File: src/hdl/previous_greater_element_defines.svh
// assertion helpers shared by the previous greater element modules
// every macro expects i_clk and i_rst_n in scope
`ifndef PREVIOUS_GREATER_ELEMENT_DEFINES_SVH
`define PREVIOUS_GREATER_ELEMENT_DEFINES_SVH

// condition holds at every clock edge outside reset
`define PGE_ASSERT_ALWAYS(label, cond, msg) \
    label: assert property (@(posedge i_clk) disable iff (!i_rst_n) (cond)) \
        else $error(msg);

// consequent holds in the same cycle as the antecedent
`define PGE_ASSERT_IMPL(label, ante, cons, msg) \
    label: assert property (@(posedge i_clk) disable iff (!i_rst_n) (ante) |-> (cons)) \
        else $error(msg);

`endif

File: src/hdl/pge_pkg.sv
`timescale 1ns / 1ps

package pge_pkg;

    // fixed field widths
    localparam int HEIGHT_IN_W = 32;
    localparam int POS_W       = 11;

    // controller to datapath
    typedef struct packed {
        logic load_item;  // capture the incoming beat
        logic pop;        // drop the top entry
        logic finish;     // register result, push, update counters
        logic use_ram;    // top of stack comes from the memory read data
    } t_cmd;

    // datapath to controller
    typedef struct packed {
        logic pop_hit;    // top entry is lower than the current height
        logic pop_reads;  // a pop leaves entries behind, so the next top is read
    } t_status;

endpackage

File: src/hdl/pge_ctrl.sv
`timescale 1ns / 1ps
`include "previous_greater_element_defines.svh"

module pge_ctrl (
    input  logic             i_clk,
    input  logic             i_rst_n,
    input  logic             i_in_valid,
    output logic             o_in_ready,
    output logic             o_out_valid,
    input  logic             i_out_ready,
    input  pge_pkg::t_status i_status,
    output pge_pkg::t_cmd    o_cmd
);

    typedef enum logic [2:0] {
        S_IDLE = 3'b001,
        S_CMP  = 3'b010,
        S_POP  = 3'b100
    } t_state;

    t_state        r_state;
    t_state        n_state;
    logic          r_out_valid;
    logic          n_out_valid;
    logic          out_free;
    pge_pkg::t_cmd cmd;

    assign out_free = !r_out_valid || i_out_ready;

    always_comb begin
        n_state       = r_state;
        cmd           = '0;
        o_in_ready    = 1'b0;
        case (r_state)
            S_IDLE: begin
                o_in_ready = 1'b1;
                if (i_in_valid) begin
                    cmd.load_item = 1'b1;
                    n_state       = S_CMP;
                end
            end
            S_CMP, S_POP: begin
                cmd.use_ram = (r_state == S_POP);
                if (i_status.pop_hit) begin
                    cmd.pop = 1'b1;
                    n_state = i_status.pop_reads ? S_POP : S_CMP;
                end else if (out_free) begin
                    cmd.finish = 1'b1;
                    n_state    = S_IDLE;
                end else begin
                    // top entry already latched, wait for the output slot
                    n_state = S_CMP;
                end
            end
            default: begin
                n_state = S_IDLE;
            end
        endcase
    end

    always_comb begin
        n_out_valid = r_out_valid;
        if (cmd.finish) begin
            n_out_valid = 1'b1;
        end else if (i_out_ready) begin
            n_out_valid = 1'b0;
        end
    end

    always_ff @(posedge i_clk) begin
        if (!i_rst_n) begin
            r_state     <= S_IDLE;
            r_out_valid <= 1'b0;
        end else begin
            r_state     <= n_state;
            r_out_valid <= n_out_valid;
        end
    end

    assign o_out_valid = r_out_valid;
    assign o_cmd       = cmd;

    `PGE_ASSERT_IMPL(a_finish_slot, cmd.finish, !r_out_valid || i_out_ready, "result overwritten")
    `PGE_ASSERT_IMPL(a_valid_source, $rose(r_out_valid), $past(cmd.finish), "result without finish")
    `PGE_ASSERT_IMPL(a_ram_after_pop, cmd.use_ram, $past(cmd.pop), "stack read without pop")

endmodule

File: config.mk
export PLATFORM = sky130hd
export DESIGN_NAME = pge_ctrl
export DESIGN_NICKNAME = d
export VERILOG_FILES = /design/src/hdl/pge_pkg.sv /design/src/hdl/pge_ctrl.sv
export VERILOG_INCLUDE_DIRS = /design/src /design/src/hdl
export SDC_FILE = /design/constraint.sdc
export NUM_CORES = 1
export LEC_CHECK = 0
export BUFFER_PORTS_ARGS = -buffer_cell sky130_fd_sc_hd__buf_2
export CAP_MARGIN = 20
export CORE_AREA = 2 2 39 41
export CTS_CLUSTER_DIAMETER = 30
export DETAILED_ROUTE_END_ITERATION = 7
export DIE_AREA = 0 0 41 43
export GPL_TIMING_DRIVEN = 1
export RECOVER_POWER = 50
export REMOVE_ABC_BUFFERS = 1
export SYNTH_ARGS = -nofsm -noshare
export SYNTH_HDL_FRONTEND = slang
export SYNTH_SLANG_ARGS = --single-unit
File: constraint.sdc
create_clock -name i_clk -period 1.21 [get_ports i_clk]
set_input_delay 0.242 -clock i_clk [delete_from_list [all_inputs] [get_ports i_clk]]
set_output_delay 0.242 -clock i_clk [all_outputs]
set_load 0.05 [all_outputs]
==> results of run 1 <==
==> cell usage after synthesis, drive strengths merged <==
| master | n |
|---|---|
| dfxtp | 4 |
| inv | 2 |
| nor3b | 2 |
| and2 | 1 |
| and4 | 1 |
| and4bb | 1 |
| buf | 1 |
| mux2i | 1 |
| nand2 | 1 |
| nor2 | 1 |
| nor2b | 1 |
| nor3 | 1 |
| nor4 | 1 |
| o21a | 1 |
| o21ai | 1 |
| o31a | 1 |
| o41ai | 1 |
| xnor2 | 1 |
==> worst reg2reg max path: stages (launching register included) <==
cell and delay, ns:
dfxtp_2 0.35, and4bb_2 0.33, buf_4 0.11, nand2_1 0.07, o31a_1 0.11
==> final timing paths <==
check / from / end / slack (ns) / depth (start not counted)
worst max register to register: r_state[2] / r_state[0] / 0.13 / 4
worst min-delay path: i_status[0] / r_state[2] / 0.28 / 2
worst min register to register: r_state[0] / r_state[0] / 0.57 / 1
worst max-delay path: r_state[1] / o_cmd[1] / -0.21 / 3
==> report_power, final <==
part / total (mW) / internal (mW) / switching, mW
Combinational: 0.113 / 0.0536 / 0.0591
Sequential: 0.148 / 0.139 / 0.00923
Clock: 0.161 / 0.111 / 0.0501
==> cells in the final DEF, fill, tap and decap left out <==
master    n
buf_4     7
buf_2     6
buf_6     4
clkbuf_4  3
dfxtp_2   3
nor3b_2   2
inv_1     2
xnor2_4   1
nor2b_1   1
nor4_2    1
and4bb_2  1
nor2_1    1
and2_2    1
and4_1    1
nor3_1    1
o21a_1    1
mux2i_1   1
nand2_1   1
o41ai_2   1
o21ai_0   1
o31a_1    1
dfxtp_1   1
==> metrics by stage <==
step	utilization	power, mW
after global routing	0.3047	0.4480
after CTS	0.2857	0.4203
after floorplan	-	0.2012
after detailed placement	0.2459	0.2425
after global placement	0.2459	0.2422
final	0.3047	0.4217
==> what timing repair did <==
| action | CTS | global route |
|---|---|---|
| gates cloned | 0 | 0 |
| resized for setup | 12 | 4 |
| endpoints found under the setup margin | 5 | 5 |
| hold buffers | 0 | 0 |
==> cell families after synthesis <==
group / count (synthesis) / share of synthesized area
compound gates: 4 / 0.1649
buf+inv: 3 / 0.06596
flops: 4 / 0.3517
simple gates: 10 / 0.3022
xor+xnor: 1 / 0.07145
mux: 1 / 0.04396
==> metal layers <==
metal,share of wire,vias to the layer above,track usage
met5,0,-,0
met3,0.11,0,0.06283
li1,-,121,-
met1,0.38,116,0.08414
met4,0,0,0.02000
met2,0.51,14,0.1156
==> state kept, by name (all words and copies together), names as in the netlist <==
| name | count |
|---|---|
| o_out_valid | 1 |
| r_state | 3 |
==> area by class of cell <==
class | count | area [um2] | area share
clock buffers | 3 | 22.52 | 0.05341
inverters | 2 | 7.507 | 0.01780
multi-input cells | 16 | 160.2 | 0.3798
flip-flops and latches | 4 | 83.83 | 0.1988
well taps | 16 | 20.02 | 0.04748
repair buffers | 17 | 127.6 | 0.3027
==> impl_metrics.tcl, run 1 <==
set metrics [dict create \
    cellPowerDensity_mw_per_mm2 1000 \
    die_area_mm2 0.001763 \
    hpwl_um 417.4 \
    final_area_um2 421.7 \
    fin_nets 50 \
    cts_sinks 4 \
    grt_overflow 0 \
    slew_viol_final 0 \
    root_buffer "clkbuf_4" \
    routedWlPerCell_um 9.759 \
    slew_headroom 0.8619 \
    cpMaxStageDelayCell "dfxtp_2" \
    die_x_um 41 \
    routabilityCongestion 0.6477 \
    drt_iter0_drc 7 \
    fillers 157 \
    tns_ns -0.7693 \
    final_cell_count_no_fill 58 \
    worstSetupPathType "reg2out" \
    die_h_um 43 \
    area_growth_pct 85.16 \
    rsz0062_at_grt "true" \
    postCtsSetupRepairBufs 0 \
    slowest_delay_ns 0.34 \
    yosysTopAreaCellShare 0.3516 \
    maxCapViolCount 0 \
    port_buffers 11 \
    max_freq_ghz 0.7029 \
    route.vias.total 251 \
    dpl-instance-area_um2 340.3 \
    dp_cells 55 \
    io_pins 12 \
    arrival_ns 1.18 \
    path_cells "xnor2_4 -> nor4_2 -> buf_4" \
    ant_nets 0 \
    grt_pass1_wl_um 897 \
    htree_levels 1 \
    row_count 14 \
    antenna_found_initial 0 \
    netlist_area_um2 227.7 \
    period_share 1.176 \
    period_needed_ns 1.423 \
    grt_max_degree 8 \
    p_leak_nw 0.1872 \
    numCtsBuffers 3 \
    dp_slack_ns -0.05287 \
    final_layout_size_suffix_gt1_frac 0.7143 \
    cpLargestDelayFamily "flip-flops" \
    cts.clk_slew.worst_paths_ns 0.04 \
    vias_per_cell 4.328 \
    finalWirelength_um 566 \
    worst_slack_ns -0.2127 \
    drc 0 \
    ys_top_cells_by_area "dfxtp_1 35%, o41ai_2 7.1%, xnor2_2 7.1%, nor3b_1 6.6%, and4bb_2 5.5%" \
    worstMarginPinSlew_ns 0.2014 \
    crit_path_max_fanout 3 \
    whs_ns 0.2796 \
    tritoncts "yes" \
    start_util 0.1646 \
    post_synth_num_cell_types 18 \
    grt_pass1_vias 232 \
    failed_checks "negative setup slack" \
    drtPass1Iterations 4 \
    syn_area_per_cell_um2 9.901 \
    peakVddDrop_v 0.0004973 \
    clk_path_buf_depth 2 \
    cp-start-kind "flop" \
    synthCells 23 \
    design.core.area_mm2 0.001384 \
    required_ns 0.97 \
    synth_top_area_cell "dfxtp_1" \
    finClkSkew_ns 0.004813 \
    hold_viol_final 0 \
    yosys_register_bits 4 \
    worstHoldPathType "in2reg" \
    clock_latency_ns 0.23 \
    track_usage 0.07847 \
    diodes 0 \
    end_kind "output pin" \
    yosysWarnings 0 \
    setup_viol 5 \
    path_buf_inv 1 \
    synth_seq_area_share 0.3516 \
    outcome "complete, but fails checks" \
]
Note: power is estimated with default switching activity, not from simulation.
==> run 2, diff against run 1 <==
--- a/config.mk
+++ b/config.mk
@@ -13,8 +13,10 @@
 export DETAILED_ROUTE_END_ITERATION = 7
 export DIE_AREA = 0 0 41 43
 export GPL_TIMING_DRIVEN = 1
+export PLACE_DENSITY = 0.35
 export RECOVER_POWER = 50
 export REMOVE_ABC_BUFFERS = 1
+export SKIP_LAST_GASP = 1
 export SYNTH_ARGS = -nofsm -noshare
 export SYNTH_HDL_FRONTEND = slang
 export SYNTH_SLANG_ARGS = --single-unit
==> impl_metrics.tcl, run 2 (same netlist as run 1, synthesis figures left out) <==
set metrics [dict create \
    cpMaxStageDelayCell "dfxtp_2" \
    cp-start-kind "flop" \
    dp_cells 55 \
    drc 0 \
    diodes 0 \
    port_buffers 11 \
    slowest_delay_ns 0.33 \
    route.vias.total 253 \
    mostFrequentLayoutCells "8 x buf_4, 5 x buf_2, 4 x buf_6" \
    grt_max_degree 8 \
    clock_latency_ns 0.24 \
    grt_pass1_wl_um 1145 \
    tritoncts "yes" \
    comb_power_share 0.280 \
    die_area_mm2 0.001763 \
    htree_levels 1 \
    grt_overflow 0 \
    largest_reg_flops 3 \
    cellPowerDensity_mw_per_mm2 990.6 \
    outcome "complete, but fails checks" \
    dp_slack_ns -0.05065 \
    sw_frac_of_total 0.2961 \
    worstSetupPathType "reg2out" \
    start_util 0.1646 \
    largest_register "r_state" \
    cts_sinks 4 \
    worst_slack_ns -0.2203 \
    rsz0062_at_grt "true" \
    area_growth_pct 96.15 \
    failed_checks "negative setup slack" \
    p_leak_nw 0.2015 \
    p_int_mw 0.3115 \
    finClkSkew_ns 0.006769 \
    antenna_found_initial 0 \
    crit_path_start "r_state[2]" \
    routedWlPerCell_um 10.63 \
    maxCapViolCount 0 \
    design.core.area_mm2 0.001384 \
    path_cells "xnor2_2 -> nor4_2 -> buf_4" \
    tns_ns -0.7827 \
    r2r_end "r_state[0]" \
    worstMarginPinSlew_ns 0.2766 \
    endpoint "o_cmd[1]" \
    numCtsBuffers 3 \
    die_x_um 41 \
    root_buffer "clkbuf_4" \
    slew_viol_final 0 \
    period_needed_ns 1.430 \
    fillers 147 \
    ant_nets 0 \
    final_cell_count_no_fill 60 \
    slew_headroom 0.8152 \
    io_pins 12 \
    peakVddDrop_v 0.0005020 \
    worst_r2r_path_depth 4 \
    power_frac_seq 0.335 \
    finalPower_mw 0.4425 \
    max_freq_ghz 0.6992 \
    grt_pass1_vias 295 \
    required_ns 0.97 \
    row_count 14 \
    power.switching_mw 0.1310 \
    finalWirelength_um 638 \
    fin_util 0.3228 \
    worstHoldPathType "in2reg" \
    routabilityCongestion 0.7171 \
    hpwl_um 429.4 \
    track_usage 0.1023 \
    drtPass1Iterations 2 \
    arrival_ns 1.19 \
    vias_per_cell 4.217 \
    die_h_um 43 \
    setup_viol 5 \
    period_share 1.182 \
    end_kind "output pin" \
    drt_iter0_drc 2 \
    rrSetupSlack_ns 0.06 \
    p_clk_frac 0.385 \
    cts.clk_slew.worst_paths_ns 0.04 \
    crit_path_max_fanout 3 \
    final_layout_size_suffix_gt1_frac 0.7273 \
    fin_nets 52 \
    hold_viol_final 0 \
    clk_path_buf_depth 2 \
    worstReg2RegStart "r_state[2]" \
    mostFrequentLayoutCell "buf_4" \
]
-- run 2: per-stage QoR --
| step | area, um2 | hold WS, ns |
|---|---|---|
| 6_report | 446.7 | 0.2713 |
| 5_1_grt | 446.7 | 0.2761 |
| 4_1_cts | 427.9 | 0.2662 |
| 3_5_place_dp | 340.3 | 0.5188 |
| 3_3_place_gp | 340.3 | 0.5128 |
| 2_1_floorplan | 220.2 | 0.3597 |
-- run 2: worst max-delay path, delay by kind of cell, from the launching register on --
family | cells | cell delay, ns
flops | 1 | 0.33
simple gates | 1 | 0.22
buf+inv | 1 | 0.24
xor+xnor | 1 | 0.16
-- run 2: area by class of cell --
type,instances,area [um2],area share
Multi-Input combinational cell,16,162.7,0.3641
Timing Repair Buffer,19,150.1,0.3361
Sequential cell,4,83.83,0.1877
Clock buffer,3,22.52,0.05042
Tap cell,16,20.02,0.04482
Inverter,2,7.507,0.01681
-- run 2: how the worst min path moves through the flow --
stage | from | slack (ns) | cells past startpoint | end
6_report | i_status[0] | 0.27 | 2 | r_state[2]
5_1_grt | i_status[0] | 0.28 | 2 | r_state[2]
4_1_cts | i_status[0] | 0.27 | 2 | r_state[2]
3_5_place_dp | i_rst_n | 0.52 | 2 | o_out_valid
3_3_place_gp | i_rst_n | 0.51 | 2 | o_out_valid
2_1_floorplan | i_rst_n | 0.36 | 1 | o_out_valid
-- run 2: per-layer routing --
layer  GRT usage  routed length, um
met1     0.09936                229
met2      0.1469                357
met3     0.07853                 51
met4     0.06000                  0
met5           0                  0
-- run 2: what timing repair did --
| item | in CTS | in global routing |
|---|---|---|
| pin swaps | 5 | 1 |
| hold buffers | 0 | 0 |
| setup buffers | 2 | 0 |
| setup endpoints to repair | 5 | 5 |
| gates resized for setup | 17 | 3 |
-- run 2: power groups by stage --
stage / Clock, mW / Combinational [mW] / Sequential, mW
4_1_cts: 0.183 / 0.117 / 0.147
3_5_place_dp: 0 / 0.0983 / 0.147
5_1_grt: 0.192 / 0.131 / 0.149
3_3_place_gp: 0 / 0.0985 / 0.147
2_1_floorplan: 0 / 0.0533 / 0.148
6_report: 0.170 / 0.124 / 0.148
